`src/sv/cne_pkg.sv`:
```
`default_nettype none
// ----------------------------------------------------------------------------
// cne_pkg
// Shared types and codes for the cellular noise evaluator.
// ----------------------------------------------------------------------------
package cne_pkg;

  typedef enum logic [1:0] {
    OP_WRITE_POINT = 2'd0,
    OP_WRITE_PERM  = 2'd1,
    OP_EVAL        = 2'd2,
    OP_UNUSED      = 2'd3
  } op_t;

  // One request as it passes from the front end to the back end.
  typedef struct packed {
    op_t         op;
    logic [8:0]  entry_index;
    logic [15:0] point_x;
    logic [15:0] point_y;
    logic [7:0]  perm_value;
    logic [31:0] pos_x;
    logic [31:0] pos_y;
  } req_t;

  // Number of feature points; the permutation table holds twice as many.
  // Table indexing relies on this being a power of two.
  localparam int TABLE_SIZE = 256;

  // Squared distance of 1.0 in Q.32.
  localparam logic [33:0] ONE_SQ = 34'h1_0000_0000;

endpackage
`default_nettype wire

```
`src/sv/cne_front.sv`:
```
`default_nettype none
// ----------------------------------------------------------------------------
// cne_front
// Accepts requests, drops the unused op, and holds them in a short queue
// for the back end.
// ----------------------------------------------------------------------------
module cne_front (
  input  wire              clk,
  input  wire              rst,
  input  wire              push,
  output logic             full,
  input  cne_pkg::req_t    req_in,
  output cne_pkg::req_t    req_out,
  output logic             req_valid,
  input  wire              req_take
);
  import cne_pkg::*;

  localparam int DEPTH = 4;

  req_t       q [DEPTH];
  logic [1:0] wr_ptr;
  logic [1:0] rd_ptr;
  logic [2:0] count;
  logic       do_push;
  logic       do_pop;

  assign full      = (count == 3'(DEPTH));
  assign do_push   = push && !full && (req_in.op != OP_UNUSED);
  assign req_valid = (count != 3'd0);
  assign do_pop    = req_valid && req_take;
  assign req_out   = q[rd_ptr];

  // Queue storage.
  always_ff @(posedge clk) begin
    if (do_push) begin
      q[wr_ptr] <= req_in;
    end
  end

  // Queue pointers and fill count.
  always_ff @(posedge clk) begin
    if (rst) begin
      wr_ptr <= '0;
      rd_ptr <= '0;
      count  <= '0;
    end else begin
      if (do_push) wr_ptr <= wr_ptr + 2'd1;
      if (do_pop) rd_ptr <= rd_ptr + 2'd1;
      count <= count + 3'(do_push) - 3'(do_pop);
    end
  end

  a_no_overflow: assert property (@(posedge clk) disable iff (rst)
    count <= 3'(DEPTH)) else $error("front queue overflow");
  a_pop_valid: assert property (@(posedge clk) disable iff (rst)
    do_pop |-> count != 3'd0) else $error("pop from empty queue");
  a_count_step: assert property (@(posedge clk) disable iff (rst)
    (do_push && !do_pop) |=> count == $past(count) + 3'd1)
    else $error("count did not advance");

endmodule
`default_nettype wire

```
`config.mk`:
```
export PLATFORM = sky130hd
export DESIGN_NAME = cne_front
export DESIGN_NICKNAME = d
export VERILOG_FILES = /design/src/sv/cne_pkg.sv /design/src/sv/cne_front.sv
export SDC_FILE = /design/constraint.sdc
export NUM_CORES = 1
export LEC_CHECK = 0
export BUFFER_PORTS_ARGS = -buffer_cell sky130_fd_sc_hd__buf_2
export CORE_ASPECT_RATIO = 0.7
export CORE_MARGIN = 5
export CORE_UTILIZATION = 40
export CTS_CLUSTER_SIZE = 40
export DETAILED_ROUTE_END_ITERATION = 16
export GPL_TIMING_DRIVEN = 0
export HOLD_SLACK_MARGIN = 0.15
export REMOVE_ABC_BUFFERS = 1
export SYNTH_ARGS = -nofsm -noshare
export SYNTH_HDL_FRONTEND = slang
export SYNTH_SLANG_ARGS = --single-unit
```
`constraint.sdc`:
```
create_clock -name clk -period 5.4 [get_ports clk]
set_input_delay 0.27 -clock clk [delete_from_list [all_inputs] [get_ports clk]]
set_output_delay 0.27 -clock clk [all_outputs]
set_load 0.005 [all_outputs]
```
==> results of run 1 <==
[cell usage after synthesis]
cell / number
and2_1: 5
edfxtp_1: 460
nor2_1: 7
a211oi_2: 1
mux4_2: 115
o311ai_0: 1
nor3_1: 1
xor2_1: 2
buf_6: 7
buf_2: 13
nor3b_2: 1
mux2_1: 1
or3_1: 1
nor2b_1: 1
mux2i_1: 1
clkbuf_1: 7
xnor2_1: 1
fa_1: 1
inv_1: 6
nand2b_1: 2
o31a_1: 1
ha_1: 6
dfxtp_1: 9
[flip-flops by register name (all words and copies together), names as in the netlist, named ones only]
| register | count |
|---|---|
| count | 3 |
| rd_ptr | 2 |
| q | 460 |
| wr_ptr | 2 |
[kinds of logic (layout without fill, tap and decap cells)]
family	Yosys count	count (layout)	synth area share
muxes	117	117	0.153
AOI/OAI and AO/OA	3	3	0.00176
xor gates and xnor gates	3	3	0.00154
adders and majority gates	7	7	0.00558
buffers and inverters	33	446	0.0113
and+or+nand+nor	18	18	0.00587
DFF	469	469	0.821
[metrics by stage]
step / TNS, ns / cells / utilization / area, um^2
after floorplan: -34.37 / 623 / - / 16900
after global placement: -857.16 / 1410 / 0.444 / 18700
after detailed placement: 0 / 1423 / 0.453 / 19100
after CTS: 0 / 1615 / 0.512 / 21600
after global routing: 0 / 1615 / 0.512 / 21600
final: 0 / 1615 / 0.512 / 21600
[layout make-up]
| type | instances | area (um^2) | share of cell area |
|---|---|---|---|
| repair buffers | 366 | 2720 | 0.126 |
| clock buffers | 61 | 1230 | 0.0568 |
| flip-flops and latches | 469 | 14000 | 0.647 |
| multi-input cells | 148 | 2870 | 0.133 |
| clock inverters | 13 | 96.3 | 0.00445 |
| well taps | 552 | 691 | 0.0319 |
| inverters | 6 | 22.5 | 0.00104 |
[final timing paths]
path / from / slack (ns) / to / cells after the start
worst min register to register: wr_ptr[1] / 0.53 / wr_ptr[1] / 2
worst min-delay path: req_in[7] / 0.47 / q[3][7] / 2
worst max register to register: count[1] / 2.76 / count[2] / 11
worst max-delay path: flip-flop / 2.59 / req_out[27] / 4
[critical path, delay by kind of cell (launching register included)]
family / cells / cell delay, ns
buf+inv: 3 / 0.74
flops: 1 / 0.61
mux: 1 / 0.57
[cell usage in the layout (no fill, tap or decap)]
master and instances:
buf_2 235, clkinv_4 1, clkbuf_1 14, dlygate4sd3_1 118
a211oi_2 1, and2_4 4, nor3b_2 1, ha_1 6
xor2_1 2, clkinv_1 5, mux2i_1 1, mux2_1 1
fa_1 1, clkinv_2 3, clkinvlp_4 2, inv_6 1
nor2b_1 1, dfxtp_4 2, mux4_2 115, nor2_1 7
nand2b_1 2, buf_16 13, or3_1 1, nor3_1 1
clkbuf_16 47, dfxtp_1 7, o311ai_0 1, o31a_1 1
and2_1 1, edfxtp_1 460, inv_1 6, xnor2_1 1
bufinv_16 1
[what timing repair did]
action / CTS / global route
gates resized for setup: 0 / 0
endpoints found under the hold margin: 469 / 0
hold buffers: 118 / 0
[power breakdown]
group / switching [mW] / internal, mW
Clock: 1.26 / 1.63
Combinational: 0.909 / 1.05
Sequential: 0.111 / 4.32
Total: 2.28 / 7.00
[layer usage]
metal	track usage	part of all wire	vias to the layer above
met2	0.230	0.48	178
li1	-	-	3572
met4	0.0320	0.017	0
met5	0	0	-
met1	0.192	0.44	4187
met3	0.0398	0.058	56
==> flow_summary.ini, run 1 <==
[yosys]
synthDistinctLibCells = 23
yosysTopAreaCell = edfxtp_1
yosys_warnings = 0
synth-seq-cells = 469
avgSynthCellArea_um2 = 26.2
netlist_instances = 650
seq_area_frac_synth = 0.821
ys_top_cells_by_area = edfxtp_1 (81%), mux4_2 (15%), dfxtp_1 (1.1%)
netlist.area_leader.share = 0.810
syn-cell-area_mm2 = 0.0170

[floorplanning]
placeableCoreArea_mm2 = 0.0423
ios = 236
num_rows = 63
initial_core_util = 0.404
die_h_um = 183
die_area_mm2 = 0.0469
die_w_um = 257

[min_path]
hold_class = primary input to flip-flop

[drt]
drc_errors = 0
wl_per_cell_um = 20.4
routed_via_density = 4.95
drtIter0Drc = 415
routed_wl_um = 33000
first_pass_iters = 4
ant_nets = 0
vias = 7993

[power_and_ir_drop]
power_leakage_nw = 7.23
total_power_mw = 9.28
power_density_mw_per_mm2 = 429
irDropWorstVdd_mv = 0.293

[global_routing]
grt_pass1_vias = 8854
grt_usage = 0.141
grt_overflow = 0
antenna_found_initial = 0
grt_max_degree = 56
grt_pass1_wl_um = 52000

[timing]
worst_pin_slew_ns = 0.578
max-slew-margin-rel = 0.614
finalCritPeriodShare = 0.520
whs_ns = 0.472
finalClockSkew_ns = 0.0155
timing.final.ws_setup_ns = 2.59
setup_violations = 0
final-max-slew-violation-count = 0
clock.fmax_mhz = 356
hold_viol_final = 0
fin_crit_ns = 2.81
rsz0062_at_grt = no

[clock_network]
clk_path_buf_depth = 3
clk_pin_slew_ns = 0.06
clock-sinks = 469
cts_tree = yes
ctsRootBufferMaster = clkbuf_16
cts_buffers = 45
htree_levels = 2
cts_setup_buffers = 0
clock_latency_ns = 0.54

[final_layout]
nNetsFinal = 1162
nFillCells = 3369
syn2layout_area_growth_pct = 26.9
diodes = 0
layout-drive-gt1-share = 0.401

[setup_path]
worst-path-max-fanout = 38
cp-start-kind = flip-flop
crit_chain = buf_16 -> buf_16 -> mux4_2 -> buf_2
cp_common_cell = buf_16
crit_path_end_kind = primary output
cp.required_ns = 5.13
arrival_ns = 2.54
crit_path_max_incr_delay_ns = 0.61
crit_type = flip-flop to primary output
cp_slowest_cell = dfxtp_4

[flow_run]
max_cap_viol_count = 0

[placed_design]
port_buffers = 235
place_congestion = 0.692
place_hpwl_um = 18900
post-place-ws_ns = 2.75

[outcome]
status = complete, no violations
Note: power is estimated with default switching activity, not from simulation.
==> run 2, diff against run 1 <==
--- a/config.mk
+++ b/config.mk
@@ -5,6 +5,7 @@
 export SDC_FILE = /design/constraint.sdc
 export NUM_CORES = 1
 export LEC_CHECK = 0
+export ABC_AREA = 1
 export BUFFER_PORTS_ARGS = -buffer_cell sky130_fd_sc_hd__buf_2
 export CORE_ASPECT_RATIO = 0.7
 export CORE_MARGIN = 5
==> constraint.sdc (replaced) <==
create_clock -name clk -period 2.4 [get_ports clk]
set_input_delay 0.12 -clock clk [delete_from_list [all_inputs] [get_ports clk]]
set_output_delay 0.12 -clock clk [all_outputs]
set_load 0.005 [all_outputs]
==> run 2 against run 1 <==
  * Worst hold slack got worse by 0.26 ns
  * First-iteration DRC count up 81%
  * Cell count increased by 35%
  * Synthesized area up 2.5%
  * Final area increased by 3.3%
  * Sequential cell count did not move
  * Critical path depth grew 2
  * Global-route usage up 2.7 points
  * Critical path type unchanged
  * Critical endpoint is now req_out[88]
  * Largest cell class unchanged
  * Highest routed layer unchanged
==> flow_summary.ini, run 2 <==
[setup_path]
crit_type = flip-flop to primary output
cp_slowest_cell = dfxtp_4
cp.required_ns = 2.28
crit_path_end_kind = primary output
crit_path_max_incr_delay_ns = 0.42
arrival_ns = 2.08
cp-start-kind = flip-flop
crit_chain = buf_16 -> clkinv_16 -> bufbuf_16 -> o21ai_1 -> o22ai_1 -> buf_2
worst-path-max-fanout = 30

[global_routing]
grt_max_degree = 93
grt_pass1_wl_um = 63300
grt_overflow = 0
grt_pass1_vias = 10931
antenna_found_initial = 0
grt_usage = 0.167

[yosys]
syn-cell-area_mm2 = 0.0175
synth_xor_area_frac = 0
muxShareOfSynthArea = 0
yosys_warnings = 0
yosysTopAreaCell = edfxtp_1
seq_area_frac_synth = 0.800
synth_top_family_by_area = compound AO/OA/AOI/OAI gates
yosys.area_share.adder = 0.00544
synth_common_cells = edfxtp_1 (460), nor2_1 (246), o21ai_0 (136)
ys_top_cells_by_area = edfxtp_1 (79%), nor2_1 (5.3%), o22ai_1 (4.1%)
synth_most_common_cell = edfxtp_1
netlist_instances = 1182
synth-edff-count = 460
avgSynthCellArea_um2 = 14.8
synth_ff_type = edfxtp_1
synthDistinctLibCells = 19
netlist.area_leader.share = 0.790
synth-compound-area-share = 0.108
synth-seq-cells = 469
synth_simple_gate_area_frac = 0.0573
async_flop_share = 0

[floorplanning]
placeableCoreArea_mm2 = 0.0435
die_h_um = 185
ios = 236
num_rows = 64
die_area_mm2 = 0.0481
die_w_um = 260
initial_core_util = 0.402

[drt]
routed_wl_um = 41900
first_pass_iters = 6
routed_via_density = 5.00
wl_per_cell_um = 19.2
ant_nets = 0
vias = 10905
drtIter0Drc = 753
drc_errors = 0

[final_layout]
layout-drive-gt1-share = 0.218
layout_commonest_cell = edfxtp_1
largest_registers = q: 460 flops, count: 3 flops
nNetsFinal = 1678
finish.utilization = 0.514
final_cell_mix = edfxtp_1 (460), nor2_1 (242), buf_2 (235)
largest_reg_flops = 460
diodes = 0
regMostFlops = q
syn2layout_area_growth_pct = 27.8

[timing]
whs_ns = 0.209
fin_crit_ns = 2.20
max-slew-margin-rel = 0.611
final-max-slew-violation-count = 0
clock.fmax_mhz = 455
finalClockSkew_ns = 0.0139
worst_pin_slew_ns = 0.583
timing.final.ws_setup_ns = 0.201
setup_violations = 0
rsz0062_at_grt = no
setup_tns_ns = 0
finalCritPeriodShare = 0.916
hold_viol_final = 0

[clock_network]
clk_pin_slew_ns = 0.06
clk_path_buf_depth = 3
ctsRootBufferMaster = clkbuf_16
htree_levels = 2
cts_buffers = 44
clock-sinks = 469
clock_latency_ns = 0.54
cts_tree = yes

[min_path]
hold_class = primary input to flip-flop

[placed_design]
place_congestion = 0.685
place_hpwl_um = 21800
post-place-ws_ns = -0.133
port_buffers = 235

[flow_run]
max_cap_viol_count = 0

[power_and_ir_drop]
irDropWorstVdd_mv = 0.541
power_density_mw_per_mm2 = 948
power_leakage_nw = 7.85

[outcome]
status = complete, no violations
==> run 2: cell types whose count changed after synthesis, sizes merged, moves of 18 or more <==
cell    change
nor2      +239
o21ai     +230
mux4      -115
o22ai     +115
buf        +24
clkbuf     +23
nand2      +18
==> run 2: cell families after synthesis <==
family                     Yosys count
buffers and inverters               93
AOI/OAI and AO/OA                  347
and+or+nand+nor                    266
adders and majority gates            7
DFF                                469
==> run 2: power breakdown <==
| part | internal, mW | switching [mW] | total [mW] |
|---|---|---|---|
| clock network | 3.54 | 2.83 | 6.38 |
| logic | 1.90 | 3.01 | 4.91 |
| registers | 9.71 | 0.186 | 9.89 |
==> run 2: worst max-delay path: cells and delay by family (launching register included) <==
| kind | cells | cell delay (ns) |
|---|---|---|
| buffers and inverters | 4 | 0.88 |
| DFF | 1 | 0.42 |
| AOI/OAI and AO/OA | 2 | 0.19 |
==> run 2: worst paths after layout <==
| kind | start | to | slack (ns) | cells after the start |
|---|---|---|---|---|
| max | flip-flop | req_out[88] | 0.20 | 6 |
| min | push | wr_ptr[0] | 0.21 | 6 |
| max reg2reg | count[1] | q[1][97] | 0.29 | 6 |
| min reg2reg | rd_ptr[0] | flip-flop | 0.56 | 2 |
==> run 2: per-layer routing <==
| layer | wire (um) | share of wire | vias to the layer above | track usage |
|---|---|---|---|---|
| li1 | - | - | 5196 | - |
| met1 | 19200 | 0.46 | 5379 | 0.235 |
| met2 | 19400 | 0.46 | 277 | 0.272 |
| met3 | 2590 | 0.062 | 53 | 0.0397 |
| met4 | 717 | 0.017 | 0 | 0.0330 |
| met5 | 0 | 0 | - | 0 |
==> run 2: area by class of cell <==
class	instances	area [um^2]
fillers	3667	21100
inverters	19	114
flip-flops and latches	469	14000
repair buffers	396	3150
clock buffers	56	1170
repair inverters	2	20.0
multi-input cells	620	3010
clock inverters	23	135
well taps	594	743
==> run 2: timing repair <==
action / CTS / global route
hold endpoints to repair: 469 / 0
gates resized for setup: 6 / 2
endpoints found under the setup margin: 217 / 129
pin swaps: 2 / 1
gates cloned: 3 / 2
hold buffers: 118 / 0
setup buffers: 10 / 7
==> run 2: per-stage QoR <==
step | instance area [um^2] | cells | power [mW]
global placement | 19000 | 1937 | 13.7
CTS | 22200 | 2170 | 21.4
finish | 22300 | 2179 | 21.2
floorplan | 17000 | 1108 | 12.4
detailed placement | 19500 | 1960 | 14.5
global route | 22300 | 2179 | 22.3
==> run 3, diff against run 2 <==
--- a/config.mk
+++ b/config.mk
@@ -14,7 +14,7 @@
 export DETAILED_ROUTE_END_ITERATION = 16
 export GPL_TIMING_DRIVEN = 0
 export HOLD_SLACK_MARGIN = 0.15
-export REMOVE_ABC_BUFFERS = 1
+export SKIP_LAST_GASP = 1
 export SYNTH_ARGS = -nofsm -noshare
 export SYNTH_HDL_FRONTEND = slang
 export SYNTH_SLANG_ARGS = --single-unit
==> run 3 against run 2 <==
  * Worst hold slack improved by 0.12 ns
  * First-iteration DRC count rose by 3.5%
  * Final area grew 0.60%
  * Sequential cell count unchanged
  * Sequential share of layout area shrank 0.37 points
  * Largest power group unchanged
==> flow_summary.ini, run 3 (same netlist as run 2, synthesis figures left out) <==
[setup_path]
crit_type = flip-flop to primary output
cp.required_ns = 2.28
arrival_ns = 2.18
cp_common_cell = buf_2
cp_slowest_cell = dfxtp_4
r2r-end = q[2][7]
regToRegStartpoint = wr_ptr[0]
worst-path-max-fanout = 10
crit_path_end_kind = primary output
crit_path_max_incr_delay_ns = 0.42
cp-start-kind = flip-flop
crit_chain = buf_8 -> buf_6 -> buf_2 -> nor2_1 -> o22ai_1 -> buf_2
r2r_cells = 6
r2r_slack_ns = 0.25

[clock_network]
clk_pin_slew_ns = 0.06
cts_tree = yes
clock_latency_ns = 0.54
htree_levels = 2
ctsRootBufferMaster = clkbuf_16
clock-sinks = 469
cts_setup_buffers = 0
clk_path_buf_depth = 3
cts_buffers = 44

[drt]
routed_wl_um = 45300
first_pass_iters = 5
vias = 11267
routed_via_density = 5.06
drtIter0Drc = 779
drc_errors = 0
ant_nets = 0
wl_per_cell_um = 20.3

[flow_run]
max_cap_viol_count = 0

[floorplanning]
ios = 236
placeableCoreArea_mm2 = 0.0435
die_w_um = 260
num_rows = 64
die_area_mm2 = 0.0481
die_h_um = 185
initial_core_util = 0.402

[final_layout]
largest_registers = q: 460 flops, count: 3 flops
final_cell_area_mm2 = 0.0225
nNetsFinal = 1725
final_cell_mix = edfxtp_1 (460), buf_2 (254), nor2_1 (241)
multi_input_comb_area_mm2 = 0.00303
syn2layout_area_growth_pct = 28.6
regMostFlops = q
seqCellArea_mm2 = 0.0140
layout-drive-gt1-share = 0.235
finish.utilization = 0.517
largest_reg_flops = 460
nFillCells = 3717
layout_commonest_cell = edfxtp_1

[global_routing]
antenna_found_initial = 2
grt_pass1_wl_um = 68400
grt_pass1_vias = 11601
grt_max_degree = 30
grt_usage = 0.184
grt_overflow = 0

[yosys]
syn-num-nets = 1308

[outcome]
status = complete, no violations

[timing]
worst_pin_slew_ns = 0.838
fin_crit_ns = 2.30
hold_viol_final = 0
rsz0062_at_grt = no
finalCritPeriodShare = 0.959
finalClockSkew_ns = 0.0121
timing.final.ws_setup_ns = 0.0979
clock.fmax_mhz = 434
final-max-slew-violation-count = 0
max-slew-margin-rel = 0.440
setup_violations = 0

[min_path]
hold_class = primary input to flip-flop
min_from = req_in[91]
whs_path_depth = 2
min_to = q[3][91]

[power_and_ir_drop]
swShare = 0.289
power_density_mw_per_mm2 = 975
clockPowerShare = 0.313
p_comb_frac = 0.236
power_leakage_nw = 7.96
irDropWorstVdd_mv = 0.630
seq_power_share = 0.451
intPower_mw = 15.6
total_power_mw = 21.9
p_sw_mw = 6.33

[placed_design]
place_congestion = 0.736
port_buffers = 235
place_hpwl_um = 28500
post-place-ws_ns = 0.165
placed_area_mm2 = 0.0198
[run 3: cell types whose count changed in the layout (fill, tap and decap cells not counted), moves of 8 or more]
cell / change
clkbuf_2: +14
buf_4: -8
clkbuf_1: +10
buf_2: +19
buf_6: +13
[run 3: critical path, delay by kind of cell, from the launching register on]
family	cells	cell delay, ns
and+or+nand+nor	1	0.08
buffers and inverters	4	0.89
DFF	1	0.42
AOI/OAI and AO/OA	1	0.24
[run 3: through the flow]
step	TNS [ns]	std cells	hold slack, ns
floorplan	-154.72	1182	0.179
global placement	-851.35	2011	0.334
detailed placement	0	2029	0.337
CTS	-0.161	2226	0.292
global route	0	2227	0.315
finish	0	2227	0.325
[run 3: what timing repair did]
action                                  CTS  global route
hold buffers                            118             0
hold endpoints to repair                469             0
endpoints found under the setup margin  115            50
gates resized for setup                  11            16
[run 3: final cells by class]
type,instances,area share
flip-flops and latches,469,0.623
multi-input cells,620,0.135
repair buffers,371,0.122
clock buffers,50,0.0509
well taps,594,0.0331
plain buffers,74,0.0210
clock inverters,29,0.0116
inverters,19,0.00340
diodes,1,0.000111
[run 3: worst max-delay path by stage]
stage / start / end / slack (ns) / depth (start not counted)
finish: flip-flop / req_out[15] / 0.1 / 6
global route: flip-flop / req_out[0] / 0.01 / 4
CTS: flip-flop / req_out[74] / -0.04 / 6
detailed placement: req_in[113] / q[2][10] / 0.17 / 6
global placement: req_in[113] / q[0][12] / -1.90 / 4
floorplan: count[1] / q[0][0] / -0.35 / 4
[run 3: power groups by stage]
stage	registers (mW)	clock network [mW]	logic, mW
floorplan	10.0	0	2.56
global placement	10.1	0	4.82
detailed placement	10.1	0	5.04
CTS	9.89	7.00	5.24
global route	9.93	7.35	5.71
finish	9.89	6.85	5.18
[run 3: metal layers]
layer,track usage,share of wire,vias up
li1,-,-,5302
met1,0.250,0.43,5564
met2,0.314,0.48,345
met3,0.0394,0.067,54
met4,0.0308,0.014,2
met5,0,0.00024,-
